$ cat src/rtl/hcomp_pkg.sv
`default_nettype none
// ----------------------------------------------------------------------------
// hcomp_pkg
// shared widths, arctangent table and pipeline payload types for the
// magnetometer compass heading block
// ----------------------------------------------------------------------------
package hcomp_pkg;

  localparam int unsigned ANGLE_STAGES_DEF = 16;
  localparam int unsigned ARC_LEN          = 24;

  localparam int unsigned RAW_W  = 16;
  localparam int unsigned SPAN_W = 16;  // |high - low|
  localparam int unsigned MAG_W  = 17;  // |2*raw - low - high|
  localparam int unsigned PROD_W = 43;  // 1000 * mag * span
  localparam int unsigned NUM_W  = 28;  // 2000 * mag + span
  localparam int unsigned DEN_W  = 17;  // 2 * span
  localparam int unsigned QUO_W  = 16;
  localparam int unsigned REM_W  = 34;
  localparam int unsigned NORM_W = 60;
  localparam int unsigned NORM_STEPS = 6;
  localparam int unsigned CORD_W = 64;
  localparam int unsigned ANG_W  = 32;
  localparam int unsigned ANG_FRAC = 16;
  localparam int unsigned HEAD_W = 16;
  localparam int unsigned QANG_W = 14;

  localparam logic [ANG_W-1:0] ANG_ROUND = 32'd32768;
  localparam logic [QANG_W-1:0] QANG_MAX = 14'd9000;
  localparam logic [HEAD_W-1:0] HEAD_HALF = 16'd18000;
  localparam logic [HEAD_W-1:0] HEAD_FULL = 16'd36000;
  localparam logic [NUM_W-1:0] MAP_SCALE2 = 28'd2000;
  localparam logic [PROD_W-1:0] MAP_SCALE = 43'd1000;

  // atan(2^-i) in 1/65536 centidegree
  localparam logic [ANG_W-1:0] ARC_TABLE [ARC_LEN] = '{
    32'd294912000, 32'd174096719, 32'd91987925, 32'd46694507, 32'd23437865,
    32'd11730358, 32'd5866610, 32'd2933484, 32'd1466764, 32'd733385,
    32'd366693, 32'd183346, 32'd91673, 32'd45837, 32'd22918, 32'd11459,
    32'd5730, 32'd2865, 32'd1432, 32'd716, 32'd358, 32'd179, 32'd90, 32'd45
  };

  typedef enum logic [1:0] {
    REG_X_LOW  = 2'd0,
    REG_X_HIGH = 2'd1,
    REG_Y_LOW  = 2'd2,
    REG_Y_HIGH = 2'd3
  } reg_idx_e;

  typedef struct packed {
    logic neg_x;
    logic neg_y;
    logic zero_x;
    logic zero_y;
    logic err;
  } head_side_t;

  typedef struct packed {
    logic [PROD_W-1:0] ax;
    logic [PROD_W-1:0] ay;
    logic [NUM_W-1:0]  nx;
    logic [NUM_W-1:0]  ny;
    logic [DEN_W-1:0]  dx;
    logic [DEN_W-1:0]  dy;
    logic              ovf_x;
    logic              ovf_y;
    head_side_t        side;
  } front_t;

  typedef struct packed {
    logic [NORM_W-1:0] ax;
    logic [NORM_W-1:0] ay;
    head_side_t        side;
  } norm_t;

  typedef struct packed {
    logic signed [CORD_W-1:0] x;
    logic signed [CORD_W-1:0] y;
    logic signed [ANG_W-1:0]  z;
    head_side_t               side;
  } cord_t;

  typedef struct packed {
    logic [REM_W-1:0] rem;
    logic [DEN_W-1:0] den;
    logic [QUO_W-1:0] quo;
    logic             ovf;
  } div_t;

endpackage
`default_nettype wire

$ cat src/rtl/hcomp_norm_cell.sv
`default_nettype none
// ----------------------------------------------------------------------------
// hcomp_norm_cell
// one step of the leading-zero normalizer, shifts both components together
// ----------------------------------------------------------------------------
module hcomp_norm_cell #(
  parameter int unsigned SHIFT = 1
) (
  input  wire logic            clk_i,
  input  wire logic            en_i,
  input  hcomp_pkg::norm_t     norm_i,
  output hcomp_pkg::norm_t     norm_o
);
  import hcomp_pkg::*;

  logic [NORM_W-1:0] m;
  logic              sh;
  norm_t             norm_q;

  assign m  = norm_i.ax | norm_i.ay;
  assign sh = (m[NORM_W-1 -: SHIFT] == '0);

  always_ff @(posedge clk_i) begin
    if (en_i) begin
      norm_q.ax   <= sh ? norm_i.ax << SHIFT : norm_i.ax;
      norm_q.ay   <= sh ? norm_i.ay << SHIFT : norm_i.ay;
      norm_q.side <= norm_i.side;
    end
  end

  assign norm_o = norm_q;

endmodule
`default_nettype wire

$ cat config.mk
export PLATFORM = sky130hd
export DESIGN_NAME = hcomp_norm_cell
export DESIGN_NICKNAME = d
export VERILOG_FILES = /design/src/rtl/hcomp_pkg.sv /design/src/rtl/hcomp_norm_cell.sv
export SDC_FILE = /design/constraint.sdc
export NUM_CORES = 1
export LEC_CHECK = 0
export BUFFER_PORTS_ARGS = -buffer_cell sky130_fd_sc_hd__buf_2
export CAP_MARGIN = 20
export CORE_MARGIN = 2
export CORE_UTILIZATION = 46
export DETAILED_ROUTE_END_ITERATION = 7
export GPL_TIMING_DRIVEN = 0
export PLACE_DENSITY = 0.87
export SYNTH_ARGS = -nofsm -noshare
export SYNTH_HDL_FRONTEND = slang
export SYNTH_SLANG_ARGS = --single-unit
$ cat constraint.sdc
create_clock -name clk_i -period 1.8 [get_ports clk_i]
set_clock_uncertainty 0.2 [all_clocks]
set_input_delay 0.27 -clock clk_i [delete_from_list [all_inputs] [get_ports clk_i]]
set_output_delay 0.27 -clock clk_i [all_outputs]
set_load 0.02 [all_outputs]
Word level (Yosys, flattened, before mapping). Index checks and enable logic that the tools add are counted.

$add $sub $neg: 0. Multiply operators: 0. Div/mod/pow operators: 0. Order comparisons: 0. Equality and inequality tests: 0. Shift-type cells: 0. Muxes and demuxes: 2. Bitwise operators: 1. Reduce and logical (&&, ||, !) cells: 0.

Operator list (count): $mux W60 (2); $or A60 B60 Y60 (1).

Flip-flop bits (word level): 125. Bits in latches: 0. RAM bits: 0. Bits in read-only memories: 0. Bits of input ports: 127. Logic and storage cells: 12. Memories: 0.

Longest topological paths before layout.
Depth in word-level cells: 2. Depth in mapped cells: 4. Mapped depth without buffers: 2.

Least setup slack after synthesis. No wires, ideal clock.

Path type: input to register. Start point: input port norm_i[124] (netlist bit). End point: register norm_q (netlist bit norm_o[114]) (data pin). Library setup time: 0.260 ns. Data arrival time: 1.069 ns. Data required time: 1.340 ns. Slack: 0.271 ns. Stages on the path: 4. Path buffers: 2. Cells stage by stage: nor2_4 -> buf_4 -> buf_6 -> mux2_2.

Longest elaborated chain between the ends: 2.

RTL lines: from (decl) (RTL line hcomp_norm_cell.sv:11) `input hcomp_pkg::norm_t norm_i,`; $or A60 B60 Y60 (RTL line hcomp_norm_cell.sv:20) `assign m = norm_i.ax | norm_i.ay;`; $mux W60 (RTL line hcomp_norm_cell.sv:25) `norm_q.ax <= sh ? norm_i.ax << SHIFT : norm_i.ax;`; to (decl) (RTL line hcomp_norm_cell.sv:18) `norm_t norm_q;`.

No other way between the ends. A chain may end at the register's enable or synchronous reset.

Worst setup path in the final report.
Start point: input port norm_i[123] (netlist bit). End point: register norm_q (netlist bit norm_o[124]) (data pin).

Longest elaborated chain between the ends: 1.

RTL lines (RTL line): $mux W60 (hcomp_norm_cell.sv:25).

No other way between the ends.

==> impl_metrics.csv <==
group,metric,value,unit
run_status,status,"finished clean",
routing,drc_errors,0,
setup_path,path_common_cell,"dlygate4sd3_1",
setup_path,cp.arrival,1640,ps
final_layout,largest_reg_flops,125,
placement,post-place-ws,-151.9,ps
final_layout,area_growth,61.13,%
floorplan,initial_core_util,47.36,%
routing,via_per_inst,4.830,
setup_path,startpoint,"norm_i[123]",
global_route,grt_pass1_wl,20650,um
global_route,overflow,0,
floorplan,die_w,110.1,um
timing,slew_violations,0,
yosys,synthCells,260,
routing,drtIter0Drc,167,
final_layout,fillCellCount,647,
placement,io_buffers,251,
routing,firstDrtPassIters,4,
floorplan,coreArea,0.01094,mm^2
timing,rsz0062_at_grt,"false",
global_route,grt_pass1_vias,4218,
timing,setup_slack,107.4,ps
placement,place.gp.congestion,0.7396,
yosys,syn_avg_cell_area,19.92,um^2
yosys,synth-edff-count,125,
routing,wirelength,14090,um
timing,finalHoldViolCount,0,
setup_path,critPathRequiredTime,1740,ps
routing,ant_nets,0,
timing,slew_headroom,45.18,%
yosys,synth_area_leaders,"edfxtp_1 (72%), mux2_2 (23%), mux2_1 (2.4%)",
setup_path,critical_path.endpoint,"norm_o[124]",
cts,ctsResizeCount,0,
yosys,synth_seq_cells,125,
yosys,async_flop_share,0,%
global_route,grt_use_met3,6.996,%
global_route,busiest_layer,"met2",
power,leakage,3.474,nW
cts,htree_levels,4,
global_route,antenna_found_initial,0,
yosys,synth.top_cell.area_share,72.48,%
cts,cts_tree,"done",
yosys,synth_most_common_cell,"edfxtp_1",
yosys,dominantRegCellSynth,"edfxtp_1",
yosys,syn_nets,387,
cts,cts_setup_buffers,0,
final_layout,multiInputGateArea,0.001343,mm^2
cts,cts_root_buf,"clkbuf_16",
timing,fmax,0.5908,GHz
yosys,netlist_top_cells_count,"edfxtp_1 (125), mux2_2 (105), mux2_1 (11), buf_2 (9)",
setup_path,cp-start-kind,"input pin",
final_layout,n_antenna_cell,0,
floorplan,rows,38,
final_layout,drive_above_1_share,59.91,%
global_route,track_usage,22.76,%
final_layout,fin_nets,775,
global_route,grtUsageMet2,42.77,%
min_path,hold_path.class,"input pin to flip-flop",
setup_path,critPathMaxFanout,2,
routing,avgRoutedWirePerCell,17.59,um
flow_run,cap_violations,0,
power,powerDensity,958.3,mW/mm^2
yosys,syn_area,0.005179,mm^2
cts,cts_buffers,17,
setup_path,critPathMaxStageDelay,550,ps
setup_path,cpMaxStageDelayCell,"dlygate4sd3_1",
yosys,ys_seq_area_share,72.48,%
routing,vias,3869,
setup_path,crit_chain,"dlygate4sd3_1 -> buf_2 -> a21o_1 -> dlygate4sd3_1",
floorplan,die_y,110.1,um
global_route,grt_max_degree,66,
yosys,synth_cell_types,11,
final_layout,regArea,0.003754,mm^2
global_route,grt_use_met1,24.11,%
cts,cts.sinks,125,
placement,hpwl,8804,um
yosys,yosysWarnings,0,
timing,worstMarginPinSlew,822.3,ps
yosys,yosysTopAreaCell,"edfxtp_1",
timing,period_minus_slack,1693,ps
power,total_power,7.996,mW
floorplan,io_pins,252,
timing,finalCritPeriodShare,94.03,%
setup_path,crit_type,"input pin to flip-flop",
timing,whs,12.53,ps
floorplan,fp.dieArea,0.01212,mm^2
power,ir_drop,0.6501,mV
final_layout,final_util,76.30,%
setup_path,worst_setup_path_end_kind,"flip-flop",
timing,fin_tns_setup,0,ps
cts,cts_max_path_buffers,2,
timing,setup_viol,0,
cts,path_clk_slew,50,ps
-- how the worst min path moves through the flow --
stage          depth (start not counted)       start  slack, ps    endpoint
2_1_floorplan                          0   norm_i[0]        170   norm_o[0]
3_3_place_gp                           1   norm_i[4]        250   norm_o[4]
3_5_place_dp                           1   norm_i[0]        250   norm_o[0]
4_1_cts                                2  norm_i[86]        0.9  norm_o[86]
5_1_grt                                2  norm_i[86]          1  norm_o[86]
6_report                               3  norm_i[64]         10  norm_o[64]
-- critical path, delay by kind of cell --
family / cells / cell delay [ps]
AOI/OAI and AO/OA: 1 / 150
buffers and inverters: 3 / 1220
-- metrics by stage --
stage / cells / instance area, um^2
after CTS: 802 / 8354
after global placement: 651 / 6610
after floorplan: 260 / 5179
after detailed placement: 652 / 6640
after global routing: 801 / 8344
final: 801 / 8344
-- cell families after synthesis --
family	count (synthesis)	synth area share, %
multiplexers	116	25.22
AND/OR/NAND/NOR	3	0.4590
AO/OA/AOI/OAI	2	0.2416
buffers and inverters	14	1.595
flip-flops	125	72.48
-- power by group --
group / switching, mW / internal, mW
logic: 0.730 / 0.632
clock network: 1.18 / 1.86
registers: 0.0699 / 3.52
total: 1.98 / 6.02
-- repair_timing --
action | CTS | global route
hold endpoints to repair | 121 | 0
hold buffers | 118 | 0
setup endpoints to repair | 0 | 1
-- layout by cell type (no fill, tap or decap), drive strengths merged --
master and instances:
bufinv 1, nor2b 2, nor2 1, buf 264
o21ai 1, edfxtp 125, clkbuf 18, mux2 116
clkinv 7, a21o 1, dlygate4sd3 117, clkinvlp 6
inv 2
-- layout make-up --
type	count	area share (%)
clock inverter	14	1.245
sequential	125	44.98
clock buffer	18	5.143
tap	140	2.099
inverter	2	0.08997
timing repair buffer	369	29.45
buffer	12	0.8997
multi-input combinational	121	16.09
-- routing by layer --
layer	share of wire (%)	up-vias
li1	-	1808
met1	36	1845
met2	54	192
met3	7.7	24
met4	1.8	0
met5	0	-
(Power assumes the default switching activity.)
