**config.mk**
```make
export PLATFORM = sky130hd
export DESIGN_NAME = hcomp_cordic_cell
export DESIGN_NICKNAME = d
export VERILOG_FILES = /design/src/rtl/hcomp_pkg.sv /design/src/rtl/hcomp_cordic_cell.sv
export SDC_FILE = /design/constraint.sdc
export NUM_CORES = 1
export LEC_CHECK = 0
export ABC_CLOCK_PERIOD_IN_PS = 5800
export BUFFER_PORTS_ARGS = -buffer_cell sky130_fd_sc_hd__buf_2
export CORE_MARGIN = 2
export CORE_UTILIZATION = 40
export CTS_CLUSTER_DIAMETER = 120
export CTS_CLUSTER_SIZE = 28
export DETAILED_ROUTE_END_ITERATION = 10
export PLACE_DENSITY = 0.71
export SYNTH_ARGS = -nofsm -noshare
export SYNTH_HDL_FRONTEND = slang
export SYNTH_SLANG_ARGS = --single-unit
```
**constraint.sdc**
```tcl
create_clock -name clk_i -period 5.8 [get_ports clk_i]
set_input_delay 0.29 -clock clk_i [delete_from_list [all_inputs] [get_ports clk_i]]
set_output_delay 0.29 -clock clk_i [all_outputs]
set_load 0.1 [all_outputs]
```
**src/rtl/hcomp_pkg.sv**
```systemverilog
`default_nettype none
// ----------------------------------------------------------------------------
// hcomp_pkg
// shared widths, arctangent table and pipeline payload types for the
// magnetometer compass heading block
// ----------------------------------------------------------------------------
package hcomp_pkg;

  localparam int unsigned ANGLE_STAGES_DEF = 16;
  localparam int unsigned ARC_LEN          = 24;

  localparam int unsigned RAW_W  = 16;
  localparam int unsigned SPAN_W = 16;  // |high - low|
  localparam int unsigned MAG_W  = 17;  // |2*raw - low - high|
  localparam int unsigned PROD_W = 43;  // 1000 * mag * span
  localparam int unsigned NUM_W  = 28;  // 2000 * mag + span
  localparam int unsigned DEN_W  = 17;  // 2 * span
  localparam int unsigned QUO_W  = 16;
  localparam int unsigned REM_W  = 34;
  localparam int unsigned NORM_W = 60;
  localparam int unsigned NORM_STEPS = 6;
  localparam int unsigned CORD_W = 64;
  localparam int unsigned ANG_W  = 32;
  localparam int unsigned ANG_FRAC = 16;
  localparam int unsigned HEAD_W = 16;
  localparam int unsigned QANG_W = 14;

  localparam logic [ANG_W-1:0] ANG_ROUND = 32'd32768;
  localparam logic [QANG_W-1:0] QANG_MAX = 14'd9000;
  localparam logic [HEAD_W-1:0] HEAD_HALF = 16'd18000;
  localparam logic [HEAD_W-1:0] HEAD_FULL = 16'd36000;
  localparam logic [NUM_W-1:0] MAP_SCALE2 = 28'd2000;
  localparam logic [PROD_W-1:0] MAP_SCALE = 43'd1000;

  // atan(2^-i) in 1/65536 centidegree
  localparam logic [ANG_W-1:0] ARC_TABLE [ARC_LEN] = '{
    32'd294912000, 32'd174096719, 32'd91987925, 32'd46694507, 32'd23437865,
    32'd11730358, 32'd5866610, 32'd2933484, 32'd1466764, 32'd733385,
    32'd366693, 32'd183346, 32'd91673, 32'd45837, 32'd22918, 32'd11459,
    32'd5730, 32'd2865, 32'd1432, 32'd716, 32'd358, 32'd179, 32'd90, 32'd45
  };

  typedef enum logic [1:0] {
    REG_X_LOW  = 2'd0,
    REG_X_HIGH = 2'd1,
    REG_Y_LOW  = 2'd2,
    REG_Y_HIGH = 2'd3
  } reg_idx_e;

  typedef struct packed {
    logic neg_x;
    logic neg_y;
    logic zero_x;
    logic zero_y;
    logic err;
  } head_side_t;

  typedef struct packed {
    logic [PROD_W-1:0] ax;
    logic [PROD_W-1:0] ay;
    logic [NUM_W-1:0]  nx;
    logic [NUM_W-1:0]  ny;
    logic [DEN_W-1:0]  dx;
    logic [DEN_W-1:0]  dy;
    logic              ovf_x;
    logic              ovf_y;
    head_side_t        side;
  } front_t;

  typedef struct packed {
    logic [NORM_W-1:0] ax;
    logic [NORM_W-1:0] ay;
    head_side_t        side;
  } norm_t;

  typedef struct packed {
    logic signed [CORD_W-1:0] x;
    logic signed [CORD_W-1:0] y;
    logic signed [ANG_W-1:0]  z;
    head_side_t               side;
  } cord_t;

  typedef struct packed {
    logic [REM_W-1:0] rem;
    logic [DEN_W-1:0] den;
    logic [QUO_W-1:0] quo;
    logic             ovf;
  } div_t;

endpackage
`default_nettype wire

```
**src/rtl/hcomp_cordic_cell.sv**
```systemverilog
`default_nettype none
// ----------------------------------------------------------------------------
// hcomp_cordic_cell
// one vectoring rotation, drives y toward zero and accumulates the angle
// ----------------------------------------------------------------------------
module hcomp_cordic_cell #(
  parameter int unsigned STAGE = 0
) (
  input  wire logic            clk_i,
  input  wire logic            en_i,
  input  hcomp_pkg::cord_t     cord_i,
  output hcomp_pkg::cord_t     cord_o
);
  import hcomp_pkg::*;

  localparam logic signed [ANG_W-1:0] ARC = ARC_TABLE[STAGE];

  logic signed [CORD_W-1:0] dx, dy;
  cord_t                    cord_q;

  // arithmetic shift floors negative values
  assign dx = cord_i.y >>> STAGE;
  assign dy = cord_i.x >>> STAGE;

  always_ff @(posedge clk_i) begin
    if (en_i) begin
      if (!cord_i.y[CORD_W-1]) begin
        cord_q.x <= cord_i.x + dx;
        cord_q.y <= cord_i.y - dy;
        cord_q.z <= cord_i.z + ARC;
      end else begin
        cord_q.x <= cord_i.x - dx;
        cord_q.y <= cord_i.y + dy;
        cord_q.z <= cord_i.z - ARC;
      end
      cord_q.side <= cord_i.side;
    end
  end

  assign cord_o = cord_q;

endmodule
`default_nettype wire

```
# Word level (Yosys, flattened, before mapping)
# Cells that the tools add are included.
# classes
n_addsub	5
multipliers	0
div_mod_pow	0
magnitude_cmp	0
n_eq_ne	0
shift	0
muxes	1
bitwise_logic	0
n_reduce_logical	0
# op_table
op	n
$mux 160	1
$sub 64x64->64	2
$add 64x64->64	1
$add 32x30->32 const B	1
$sub 32x30->32 const B	1
# word_totals
regBits	165
latchBits	0
mem_bits_rw	0
mem_bits_ro	0
output_inout_bits	165
mem_count	0

# Logic depth before layout (Yosys ltp)
# depth
word_depth	2
depth_mapped	15
ltp_nobuf	13

# Worst setup path before layout
# OpenSTA, ideal clock, no wires.
# synth_path
kind	in2reg
startpoint	input port cord_i[37] (netlist bit)
endpoint	register cord_q, in the netlist cord_o[157], data pin
setup_time_ns	0.138
arrival_ns	3.233
required_time_ns	5.662
path_slack_ns	2.429
cell_stages	12
path_cell_list	ha_1 -> fa_1 -> or3b_1 -> a31oi_1 -> o31a_2 -> a221oi_2 -> or3_1 -> a31oi_1 -> o41ai_4 -> a31oi_1 -> or4_1 -> nand4_1
# synth_between
elab_chain_len	2
elab_cells_between_ends	3
classes_between	add/sub (2); mux (1)
# synth_rtl
item	line_no	text
from (decl)	hcomp_cordic_cell.sv:11	input hcomp_pkg::cord_t cord_i,
$add 64x64->64 or $sub 64x64->64 (tied branches)	hcomp_cordic_cell.sv:28, hcomp_cordic_cell.sv:32	
$mux 160 *	hcomp_cordic_cell.sv:27	if (!cord_i.y[CORD_W-1]) begin
to (decl)	hcomp_cordic_cell.sv:19	cord_t cord_q;
# Every way passes the cells marked *; elsewhere a longest branch is shown, timed or not.
# A chain may end at the register's enable or synchronous reset.

# Final worst setup path
# layout_path
startpoint	input port cord_i[57] (netlist bit)
endpoint	register cord_q, in the netlist cord_o[90], data pin
# layout_between
elab_chain_len	2
elab_cells_between_ends	3
classes_between	add/sub (2); mux (1)
# layout_rtl
item	line_no
$sub 64x64->64 or $add 64x64->64 (tied branches)	hcomp_cordic_cell.sv:29, hcomp_cordic_cell.sv:33
$mux 160 *	hcomp_cordic_cell.sv:27
# Marked as above.

==> impl_metrics.tcl <==
set metrics [dict create \
    drt_pre_antenna_iters 6 \
    core_mm2 0.0444 \
    antenna_left 0 \
    fmax_mhz 240 \
    seq_area_mm2 0.00492 \
    gp_congestion 0.989 \
    grt_pass1_wl_um 107000 \
    multi_input_area_mm2 0.0120 \
    rows 77 \
    start_util_pct 40.8 \
    vias 18600 \
    pre_cts_slack_ps 1430 \
    synth-edff-count 164 \
    synth.distinct_cells 82 \
    cellPowerDensity_mw_per_mm2 289 \
    tightest_slew_ps 1040 \
    die_w_um 217 \
    relSlewSlack_pct 29.9 \
    drc 0 \
    antenna_cells 0 \
    grt_pass1_vias 17800 \
    fillCellCount 4395 \
    synth_cells 2212 \
    cts_buffer_depth 2 \
    max_cap_viol_count 0 \
    hp-class "primary input to flop" \
    finalMaxSlewViolations 0 \
    cts_sinks 164 \
    postLayoutCoreUtil_pct 47.4 \
    setup_viol 0 \
    irDropWorstVdd_uv 252 \
    dieArea_mm2 0.0470 \
    synth_seq_area_share_pct 27.2 \
    cts_setup_buffers 0 \
    drive_gt1_share_pct 16.3 \
    min_period_ps 4160 \
    grt_max_degree 76 \
    cts-root-buf "clkbuf_16" \
    grt.total_usage_pct 29.6 \
    grt_overflow_total 0 \
    timing.hold.ws_ps 104 \
    syn_area_mm2 0.0181 \
    rsz0062_at_grt "false" \
    drtIter0Drc 1935 \
    syn_area_per_cell_um2 8.19 \
    cts_tree "built" \
    critPathCaptureType "flop" \
    crit_type "primary input to flop" \
    synth_flop_cell "edfxtp_1" \
    cp_max_fo 15 \
    final_hold_viol_count 0 \
    setup_ws_ps 1640 \
    io-pin-count 332 \
    path_clk_slew_ps 70 \
    async_reset_ff_share_pct 0 \
    period_share_pct 71.7 \
    arrival_ps 4390 \
    status "finished, final reports clean" \
    ys_warn_count 0 \
    p_leak_uw 0.00919 \
    synth-seq-cells 164 \
    viasPerCell 5.97 \
    hpwl_um 57100 \
    cts_buffers 17 \
    routed_wl_um 71300 \
    cts_max_level 4 \
    crit_required_ps 6040 \
    antenna_found_initial 0 \
    fin_tns_setup_ps 0 \
    critPathLaunchType "primary input" \
    drt-wirelength-per-cell_um 22.9 \
    largest_reg_flops 164 \
    fin_nets 2893 \
    syn_to_final_growth_pct 16.2 \
    die_h_um 217 \
    syn_nets 2601 \
    port_buffers 331 \
]
==> cells by family after synthesis <==
| family | synth area share (%) |
|---|---|
| mux | 1.78 |
| fa+ha+maj | 15.5 |
| buf+inv | 6.81 |
| xor+xnor | 6.24 |
| compound gates | 27.3 |
| flops | 27.2 |
| simple gates | 15.2 |
==> final timing paths <==
check                         to  startpoint  cells past startpoint  slack [ps]
worst max-delay path  cord_o[90]  cord_i[57]                     13        1640
worst min-delay path  cord_o[23]  cord_i[23]                      2         100
==> cell type report <==
class / instances / share of cell area [%]
Clock buffer: 17 / 2.02
Clock inverter: 15 / 0.796
Inverter: 219 / 3.91
Multi-Input combinational cell: 1732 / 56.8
Sequential cell: 164 / 23.4
Tap cell: 592 / 3.52
Timing Repair Buffer: 370 / 9.58
==> through the flow <==
stage               cells  power (uW)  cell area (um^2)
detailed placement   3054        4890             20200
finish               3109        6090             21100
floorplan            2212        4120             18100
global route         3109        6320             21100
global placement     3054        4880             20200
CTS                  3109        6090             21100
==> cells in the mapped netlist (48+ instances only) <==
library cell | n | area [um^2]
a21oi_1 | 287 | 1440
ha_1 | 218 | 2730
inv_1 | 211 | 792
nor2_1 | 174 | 653
edfxtp_1 | 164 | 4920
o21ai_0 | 151 | 756
nand2_1 | 123 | 462
xnor2_1 | 121 | 1060
o21bai_1 | 57 | 428
clkbuf_1 | 54 | 203
a21o_1 | 53 | 398
nor3_1 | 51 | 255
nand4_1 | 48 | 300
==> cell usage in the layout, fill, tap and decap left out, drive strengths merged, types with 31 or more instances in the layout <==
| cell type | netlist | routed |
|---|---|---|
| a211oi | 33 | 33 |
| a21o | 53 | 53 |
| a21oi | 288 | 288 |
| buf | 43 | 347 |
| edfxtp | 164 | 164 |
| ha | 218 | 218 |
| inv | 212 | 216 |
| mux2i | 31 | 31 |
| nand2 | 123 | 123 |
| nand3 | 32 | 32 |
| nand4 | 48 | 48 |
| nor2 | 174 | 174 |
| nor3 | 51 | 51 |
| o21ai | 156 | 156 |
| o21bai | 57 | 57 |
| xnor2 | 121 | 121 |
==> critical path, cell delays in order <==
cell and delay, ps:
buf_2 100, inv_1 40, ha_1 650, nand4_1 360, nor3_1 310, o21ai_0 160
nor4b_1 170, buf_4 180, o21ai_0 510, a41oi_1 350, o21ai_0 610, a21oi_1 150
nor4_1 490
==> report_power, final <==
group | total, uW | switching (uW) | internal (uW)
Combinational | 3310 | 2590 | 720
Clock | 1170 | 594 | 574
Sequential | 1620 | 59.6 | 1560
==> per-layer routing <==
metal	global-route usage (%)	share of wire [%]	up-vias
li1	-	-	8619
met1	40.2	44	8909
met2	47.7	45	922
met3	5.19	7.6	114
met4	9.91	2.9	0
met5	0	0	-
==> timing repair <==
item	CTS	global route
hold buffers	23	0
gates resized for setup	0	0
endpoints found under the hold margin	23	0
(Power assumes the default switching activity.)
