## config.mk

```make
export PLATFORM = sky130hd
export DESIGN_NAME = hcomp_front
export DESIGN_NICKNAME = d
export VERILOG_FILES = /design/src/rtl/hcomp_pkg.sv /design/src/rtl/hcomp_front.sv
export SDC_FILE = /design/constraint.sdc
export NUM_CORES = 2
export LEC_CHECK = 0
export BUFFER_PORTS_ARGS = -buffer_cell sky130_fd_sc_hd__buf_2
export CAP_MARGIN = 15
export CORE_UTILIZATION = 64
export CTS_BUF_LIST = sky130_fd_sc_hd__clkbuf_16
export CTS_CLUSTER_SIZE = 14
export DETAILED_ROUTE_END_ITERATION = 10
export MAX_ROUTING_LAYER = met4
export PLACE_DENSITY = 0.83
export SYNTH_ARGS = -nofsm -noshare
export SYNTH_HDL_FRONTEND = slang
export SYNTH_SLANG_ARGS = --single-unit
export TNS_END_PERCENT = 20
```

## constraint.sdc

```tcl
create_clock -name clk_i -period 8.7 [get_ports clk_i]
set_clock_uncertainty 0.2 [all_clocks]
set_input_delay 1.305 -clock clk_i [delete_from_list [all_inputs] [get_ports clk_i]]
set_output_delay 1.305 -clock clk_i [all_outputs]
set_load 0.005 [all_outputs]
```

## src/rtl/hcomp_pkg.sv

```systemverilog
`default_nettype none
// ----------------------------------------------------------------------------
// hcomp_pkg
// shared widths, arctangent table and pipeline payload types for the
// magnetometer compass heading block
// ----------------------------------------------------------------------------
package hcomp_pkg;

  localparam int unsigned ANGLE_STAGES_DEF = 16;
  localparam int unsigned ARC_LEN          = 24;

  localparam int unsigned RAW_W  = 16;
  localparam int unsigned SPAN_W = 16;  // |high - low|
  localparam int unsigned MAG_W  = 17;  // |2*raw - low - high|
  localparam int unsigned PROD_W = 43;  // 1000 * mag * span
  localparam int unsigned NUM_W  = 28;  // 2000 * mag + span
  localparam int unsigned DEN_W  = 17;  // 2 * span
  localparam int unsigned QUO_W  = 16;
  localparam int unsigned REM_W  = 34;
  localparam int unsigned NORM_W = 60;
  localparam int unsigned NORM_STEPS = 6;
  localparam int unsigned CORD_W = 64;
  localparam int unsigned ANG_W  = 32;
  localparam int unsigned ANG_FRAC = 16;
  localparam int unsigned HEAD_W = 16;
  localparam int unsigned QANG_W = 14;

  localparam logic [ANG_W-1:0] ANG_ROUND = 32'd32768;
  localparam logic [QANG_W-1:0] QANG_MAX = 14'd9000;
  localparam logic [HEAD_W-1:0] HEAD_HALF = 16'd18000;
  localparam logic [HEAD_W-1:0] HEAD_FULL = 16'd36000;
  localparam logic [NUM_W-1:0] MAP_SCALE2 = 28'd2000;
  localparam logic [PROD_W-1:0] MAP_SCALE = 43'd1000;

  // atan(2^-i) in 1/65536 centidegree
  localparam logic [ANG_W-1:0] ARC_TABLE [ARC_LEN] = '{
    32'd294912000, 32'd174096719, 32'd91987925, 32'd46694507, 32'd23437865,
    32'd11730358, 32'd5866610, 32'd2933484, 32'd1466764, 32'd733385,
    32'd366693, 32'd183346, 32'd91673, 32'd45837, 32'd22918, 32'd11459,
    32'd5730, 32'd2865, 32'd1432, 32'd716, 32'd358, 32'd179, 32'd90, 32'd45
  };

  typedef enum logic [1:0] {
    REG_X_LOW  = 2'd0,
    REG_X_HIGH = 2'd1,
    REG_Y_LOW  = 2'd2,
    REG_Y_HIGH = 2'd3
  } reg_idx_e;

  typedef struct packed {
    logic neg_x;
    logic neg_y;
    logic zero_x;
    logic zero_y;
    logic err;
  } head_side_t;

  typedef struct packed {
    logic [PROD_W-1:0] ax;
    logic [PROD_W-1:0] ay;
    logic [NUM_W-1:0]  nx;
    logic [NUM_W-1:0]  ny;
    logic [DEN_W-1:0]  dx;
    logic [DEN_W-1:0]  dy;
    logic              ovf_x;
    logic              ovf_y;
    head_side_t        side;
  } front_t;

  typedef struct packed {
    logic [NORM_W-1:0] ax;
    logic [NORM_W-1:0] ay;
    head_side_t        side;
  } norm_t;

  typedef struct packed {
    logic signed [CORD_W-1:0] x;
    logic signed [CORD_W-1:0] y;
    logic signed [ANG_W-1:0]  z;
    head_side_t               side;
  } cord_t;

  typedef struct packed {
    logic [REM_W-1:0] rem;
    logic [DEN_W-1:0] den;
    logic [QUO_W-1:0] quo;
    logic             ovf;
  } div_t;

endpackage
`default_nettype wire

```

## src/rtl/hcomp_front.sv

```systemverilog
`default_nettype none
// ----------------------------------------------------------------------------
// hcomp_front
// span mapping and cross products, three register stages
// ----------------------------------------------------------------------------
module hcomp_front (
  input  wire logic                          clk_i,
  input  wire logic                          en_i,
  input  wire logic signed [hcomp_pkg::RAW_W-1:0] raw_x_i,
  input  wire logic signed [hcomp_pkg::RAW_W-1:0] raw_y_i,
  input  wire logic signed [hcomp_pkg::RAW_W-1:0] x_low_i,
  input  wire logic signed [hcomp_pkg::RAW_W-1:0] x_high_i,
  input  wire logic signed [hcomp_pkg::RAW_W-1:0] y_low_i,
  input  wire logic signed [hcomp_pkg::RAW_W-1:0] y_high_i,
  output hcomp_pkg::front_t                  front_o
);
  import hcomp_pkg::*;

  logic signed [MAG_W:0]  sx, sy;
  logic signed [SPAN_W:0] dfx, dfy;
  logic [MAG_W:0]         sx_abs, sy_abs;
  logic [SPAN_W:0]        dfx_abs, dfy_abs;

  logic [MAG_W-1:0]  mx_q, my_q;
  logic [SPAN_W-1:0] xdm_q, ydm_q;
  head_side_t        side1_q, side2_q;

  logic [MAG_W+SPAN_W-1:0] px_q, py_q;
  logic [NUM_W-1:0]        nx_d, ny_d, nx_q, ny_q;
  logic [DEN_W-1:0]        dx_d, dy_d, dx_q, dy_q;
  logic                    ovfx_q, ovfy_q;

  front_t front_q;

  // stage 1: offsets from the span midpoint, span magnitudes
  assign sx  = ((MAG_W+1)'(raw_x_i) <<< 1) - (MAG_W+1)'(x_low_i) - (MAG_W+1)'(x_high_i);
  assign sy  = ((MAG_W+1)'(raw_y_i) <<< 1) - (MAG_W+1)'(y_low_i) - (MAG_W+1)'(y_high_i);
  assign dfx = (SPAN_W+1)'(x_high_i) - (SPAN_W+1)'(x_low_i);
  assign dfy = (SPAN_W+1)'(y_high_i) - (SPAN_W+1)'(y_low_i);
  assign sx_abs  = sx[MAG_W] ? -sx : sx;
  assign sy_abs  = sy[MAG_W] ? -sy : sy;
  assign dfx_abs = dfx[SPAN_W] ? -dfx : dfx;
  assign dfy_abs = dfy[SPAN_W] ? -dfy : dfy;

  always_ff @(posedge clk_i) begin
    if (en_i) begin
      mx_q  <= sx_abs[MAG_W-1:0];
      my_q  <= sy_abs[MAG_W-1:0];
      xdm_q <= dfx_abs[SPAN_W-1:0];
      ydm_q <= dfy_abs[SPAN_W-1:0];
      side1_q.neg_x  <= (sx[MAG_W] ^ dfx[SPAN_W]) && (sx != '0);
      side1_q.neg_y  <= (sy[MAG_W] ^ dfy[SPAN_W]) && (sy != '0);
      side1_q.zero_x <= (sx == '0);
      side1_q.zero_y <= (sy == '0);
      side1_q.err    <= (dfx == '0) || (dfy == '0);
    end
  end

  // stage 2: cross products and divider operands
  assign nx_d = NUM_W'(mx_q) * MAP_SCALE2 + NUM_W'(xdm_q);
  assign ny_d = NUM_W'(my_q) * MAP_SCALE2 + NUM_W'(ydm_q);
  assign dx_d = {xdm_q, 1'b0};
  assign dy_d = {ydm_q, 1'b0};

  always_ff @(posedge clk_i) begin
    if (en_i) begin
      px_q    <= (MAG_W+SPAN_W)'(mx_q) * (MAG_W+SPAN_W)'(ydm_q);
      py_q    <= (MAG_W+SPAN_W)'(my_q) * (MAG_W+SPAN_W)'(xdm_q);
      nx_q    <= nx_d;
      ny_q    <= ny_d;
      dx_q    <= dx_d;
      dy_q    <= dy_d;
      ovfx_q  <= (DEN_W+QUO_W)'(nx_d) >= {dx_d, QUO_W'(0)};
      ovfy_q  <= (DEN_W+QUO_W)'(ny_d) >= {dy_d, QUO_W'(0)};
      side2_q <= side1_q;
    end
  end

  // stage 3: common scale of the vector components
  always_ff @(posedge clk_i) begin
    if (en_i) begin
      front_q.ax    <= PROD_W'(px_q) * MAP_SCALE;
      front_q.ay    <= PROD_W'(py_q) * MAP_SCALE;
      front_q.nx    <= nx_q;
      front_q.ny    <= ny_q;
      front_q.dx    <= dx_q;
      front_q.dy    <= dy_q;
      front_q.ovf_x <= ovfx_q;
      front_q.ovf_y <= ovfy_q;
      front_q.side  <= side2_q;
    end
  end

  assign front_o = front_q;

endmodule
`default_nettype wire

```

## Word level (Yosys, flattened, before mapping)

Index checks and enable logic that the tools add are counted.

| word-level totals | value |
|---|---|
| RAM bits | 0 |
| bits in registers | 407 |
| bits in read-only memories | 0 |
| latch bits | 0 |
| memories | 0 |
| output and inout port bits | 183 |

| operators by class | value |
|---|---|
| shift-type cells | 0 |
| div/mod/pow operators | 0 |
| mux-type cells | 4 |
| bitwise operators | 2 |
| magnitude comparators | 2 |
| $add $sub $neg | 12 |
| multiply operators | 6 |
| equality and inequality tests | 0 |
| reduce and logical (&&, ||, !) cells | 9 |

Operator list:

| operator | count |
|---|---|
| $mul A33 B7 Y40 const B | 2 |
| $ge A28 B33 Y1 | 2 |
| $mul A17 B16 Y33 | 2 |
| $add A28 B16 Y28 | 2 |
| $mul A17 B7 Y24 const B | 2 |
| $logic_not A18 Y1 | 2 |
| $reduce_bool A18 Y1 | 2 |
| $sub A17 B16 Y18 | 2 |
| $sub A18 B16 Y18 | 2 |
| $logic_not A17 Y1 | 2 |
| $mux W17 | 2 |
| $neg A17 Y17 | 2 |
| $sub A16 B16 Y17 | 2 |
| $mux W16 | 2 |
| $neg A16 Y16 | 2 |
| $logic_and A1 B1 Y1 | 2 |
| $xor A1 B1 Y1 | 2 |
| $logic_or A1 B1 Y1 | 1 |

## Depth between registers and ports, before layout

| depth | value |
|---|---|
| word-level depth | 4 |
| gate-level depth with buffers | 31 |
| gate-level depth less buffers | 31 |

## Worst setup path before layout

No wires, ideal clock.

| path | value |
|---|---|
| path kind | reg-to-reg |
| start point | register my_q[0] |
| end point | register ovfy_q, data pin |
| period minus slack after synthesis | 7.942 ns |
| setup slack | 0.758 ns |
| stages on the path, launching flop included | 28 |
| data required time | 8.351 ns |
| arrival | 7.593 ns |
| path buffers | 0 |
| path through | edfxtp_1 > fa_1 > inv_1 > fa_1 > fa_1 > fa_1 > inv_1 > ha_1 > o21a_1 > o21a_1 > o21a_1 > nor2_1 > xnor2_1 > ha_1 > nand3_1 > o21ai_0 > o31ai_1 > a2111oi_0 > nor2b_1 > nand3_1 > xor2_1 > ha_1 > nand3_1 > or4_1 > or4_1 > or4_1 > or4_1 > o22ai_2 |

| between the ends | value |
|---|---|
| longest elaborated chain between the ends | 3 |

RTL lines:

| element | line | source |
|---|---|---|
| start: declaration | hcomp_front.sv:24 | `logic [MAG_W-1:0] mx_q, my_q;` |
| start signal: assignment | hcomp_front.sv:48 | `my_q <= sy_abs[MAG_W-1:0];` |
| $mul A17 B7 Y24 | hcomp_front.sv:61 | `assign ny_d = NUM_W'(my_q) * MAP_SCALE2 + NUM_W'(ydm_q);` |
| $add A28 B16 Y28 | hcomp_front.sv:61 |  |
| via ny_d[25] | hcomp_front.sv:29 | `logic [NUM_W-1:0] nx_d, ny_d, nx_q, ny_q;` |
| $ge A28 B33 Y1 | hcomp_front.sv:74 | `ovfy_q <= (DEN_W+QUO_W)'(ny_d) >= {dy_d, QUO_W'(0)};` |
| end signal: assignment | hcomp_front.sv:74 |  |
| end: declaration | hcomp_front.sv:31 | `logic ovfx_q, ovfy_q;` |

The timed path passes the listed nets, and every way through them passes these cells.
A chain may end at the register's enable or synchronous reset.

## Worst setup path after layout

| path | value |
|---|---|
| start point | register my_q[1] |
| end point | register ovfy_q, data pin |

The elaborated chain is that of the path after synthesis.

==> results.txt <==
----------------------------------------------------
[Status]
  Status ... finished clean

[Timing]
  Worst slew margin relative to its limit ... a little over a quarter
  Final setup fails ... 0
  Fin worst setup slack ... approximately 0.45 ns
  Setup repair after global routing missed its margin ... no
  Hold Worst Slack ... roughly 0.21 ns
  Time the worst path needs with I/O delays and setup ... 8.25 ns
  Fraction of the cycle the final worst path needs ... ~95%
  Final Hold Fails ... 0
  Max Freq ... 0.121 GHz
  Setup TNS ... 0 ns
  Slew at the pin with the worst max-slew slack ... ~1.1 ns
  Final Max Slew Viols ... 0

[Flow run]
  Maximum Capacitance Violations ... 0

[Global routing]
  Number of global-route vias before repair ... 38800
  Overall Global Routing Usage ... a little under a third
  Overflow left after global routing ... 0
  Initial antenna violation count ... 5
  Largest net degree at the start of global routing ... around 160
  Wire length of the first global-routing pass ... between 200000 and 250000 um

[Finish]
  Area taken by flip-flops and latches ... about 12000 sq um
  Multi-input logic area ... approximately 37000 sq um
  Share of final-layout standard cells stronger than drive strength 1 ... just over 8%
  Area added between synthesis and finish ... 8.33%
  Fin util ... between 70% and 80%
  Most common library cell in the layout ignoring fill and taps ... sky130_fd_sc_hd__inv_1
  Final-stage net count ... ~7000
  Filler instances ... between 5000 and 6000
  Most used cells in the layout excluding fill and tap cells ... sky130_fd_sc_hd__inv_1, sky130_fd_sc_hd__fa_1, sky130_fd_sc_hd__ha_1

[Worst setup path]
  Kind of cell with the highest combined delay on the critical path ... adder cells
  Delay of the slowest cell on the worst path ... between 0.5 and 0.6 ns
  Crit end category ... flip-flop
  Crit-path slowest cell ... sky130_fd_sc_hd__fa_1
  Start-to-end type of the worst setup path ... reg2reg
  Cells on worst reg2reg path ... 28
  Flop2flop setup slack ... 0.45 ns
  Arrival @ worst endpoint ... 8.52 ns
  Worst Path Buf+Inv ... 4
  Max Fanout on Critical Path ... 11
  R2r endpoint ... ovfy_q
  Data required, critical path ... ~9 ns
  FF-to-FF Start ... my_q[1]
  CP startpoint kind ... flip-flop

[Floorplan]
  Total number of placement rows ... around 110
  Core Footprint ... 82100 sq um
  Number of top-level pins ... 281
  Horizontal die dimension ... ~290 um
  Die Outline Area ... roughly 84000 sq um
  Die Y-Extent ... 290 um
  Starting Density ... roughly two thirds

[Detailed routing]
  Count of TritonRoute iterations in the first routing pass ... 6
  Vias after detailed routing ... 37700
  Drc violations ... 0
  DR WL/cell ... roughly 19 um
  Sum of routed wire length over all layers ... approximately 130000 um
  Average vias per placed instance ... around 5.7
  Initial DRC count ... slightly below 3000
  DRT antenna net count ... 0

[CTS]
  Maximum buffer depth of the clock tree ... 3
  Root cell of the clock tree ... sky130_fd_sc_hd__clkbuf_16
  Clock transition at the registers of the reported paths ... 0.06 ns
  H-tree levels ... 2
  Number of clock sinks ... between 300 and 400
  TritonCTS Buffers ... 46
  Clock latency at the later pin of the worst-skew pair ... between 0.6 and 0.7 ns
  Hold buffer count at cts ... 0
  TritonCTS clock tree ... done

[Placed design]
  Final weighted congestion of routability-driven global placement ... 0.974
  Post-placement worst setup slack ... 0.365 ns
  IO buf count ... roughly 270
  Estimated wirelength of the detail-placed design ... 103000 um

[Synthesis]
  Share of synthesized flip-flops with an asynchronous set or reset ... 0%
  Syn avg cell area ... 10.2 sq um
  Number of different library cells in the post-synthesis netlist ... 76
  Number of cells produced by synthesis ... 5216
  Most used flip-flop cell after synthesis ... sky130_fd_sc_hd__edfxtp_1
  Count of flip-flops with a built-in enable after synthesis ... approximately 400
  Synth Cell Area ... between 50000 and 60000 sq um
  Number of warnings printed during yosys synthesis ... 0
  Synthesis-stage register bit count ... 391
  Sequential fraction of the synthesis area ... 22.1%

[Min path]
  Hold Path Sink ... front_o[31]
  Worst Min Path Start ... dx_q[7]
  Class of the tightest hold or removal check ... reg2reg
  Cell depth of the worst hold path ... 0

----------------------------------------------------
==> worst max path at each step <==
stage | from | endpoint | slack [ns] | cells after the start
floorplan | my_q[0] | ovfy_q | 0.76 | 27
global placement | my_q[1] | ovfy_q | 0.47 | 28
detailed placement | my_q[1] | ovfy_q | 0.36 | 28
CTS | my_q[1] | ovfy_q | 0.32 | 28
global route | mx_q[5] | ovfx_q | 0.005 | 25
finish | my_q[1] | ovfy_q | 0.45 | 28
==> layout make-up <==
cell class,count,share of cell area [%]
tap,1070,2.32
sequential,391,20.4
timing repair buffer,353,3.51
antenna,2,0.00868
inverter,1120,7.30
clock inverter,36,0.614
multi-input combinational,3596,63.8
clock buffer,47,2.04
==> metal layers <==
layer / vias up / wire (um) / GRT usage (%)
li1: 17300 / - / -
met1: 18600 / 53500 / 43.4
met2: 1544 / 57500 / 48.7
met3: 266 / 11400 / 5.48
met4: 0 / 4270 / 9.54
met5: - / 0 / -
==> cell families after synthesis <==
| family | synth area share, % |
|---|---|
| AO/OA/AOI/OAI | 7.90 |
| XOR/XNOR | 5.45 |
| adder cells (fa/ha/maj) | 45.7 |
| buffers and inverters | 8.85 |
| flip-flops | 22.1 |
| multiplexers | 0.118 |
| other | 0.00705 |
| AND/OR/NAND/NOR | 9.94 |
==> Yosys cell counts, drive strengths merged, types with 6 or more instances <==
cell,count,area (sq um)
and2,123,769
edfxtp,391,11700
or4,15,113
o31a,6,52.6
inv,1114,4180
nand2,466,1750
a21boi,6,45.0
nor2b,36,225
a21oi,193,966
nor4,11,68.8
nor2,265,997
buf,22,151
xor2,90,788
o21ai,118,591
nand3,52,260
a2111oi,7,61.3
o21bai,36,270
or3,21,131
a31oi,30,188
nand4,17,106
and3,23,144
or2,10,62.6
a211oi,27,203
nand3b,6,45.0
nor3,54,270
fa,812,16300
nand2b,32,200
o31ai,20,150
o41ai,9,78.8
clkinv,6,22.5
ha,642,8030
a21o,70,526
a41oi,6,52.6
o211ai,13,97.6
a31o,12,105
xnor2,241,2110
a211o,8,70.1
o21a,41,308
clkbuf,94,353
==> metrics by stage <==
stage          instance area (sq um)  instances
6_report                       57600       6615
5_1_grt                        57600       6615
4_1_cts                        57500       6606
3_5_place_dp                   56000       6523
3_3_place_gp                   56000       6523
2_1_floorplan                  53200       5223
==> registers in the layout (all words and copies together), names as in the netlist, 12 cells and up <==
signal,cells
dx_q,12
dy_q,12
front_o,167
mx_q,17
my_q,17
nx_q,28
ny_q,28
px_q,33
py_q,33
xdm_q,16
ydm_q,16
==> repair_timing <==
item | 4_1_cts | 5_1_grt
gates resized for setup | 0 | 6
hold endpoints to repair | 0 | 0
setup endpoints to repair | 0 | 2
setup buffers | 0 | 6
Power is not shown: default switching activity piles up to over one toggle a cycle in this logic, so the estimate is an artifact.
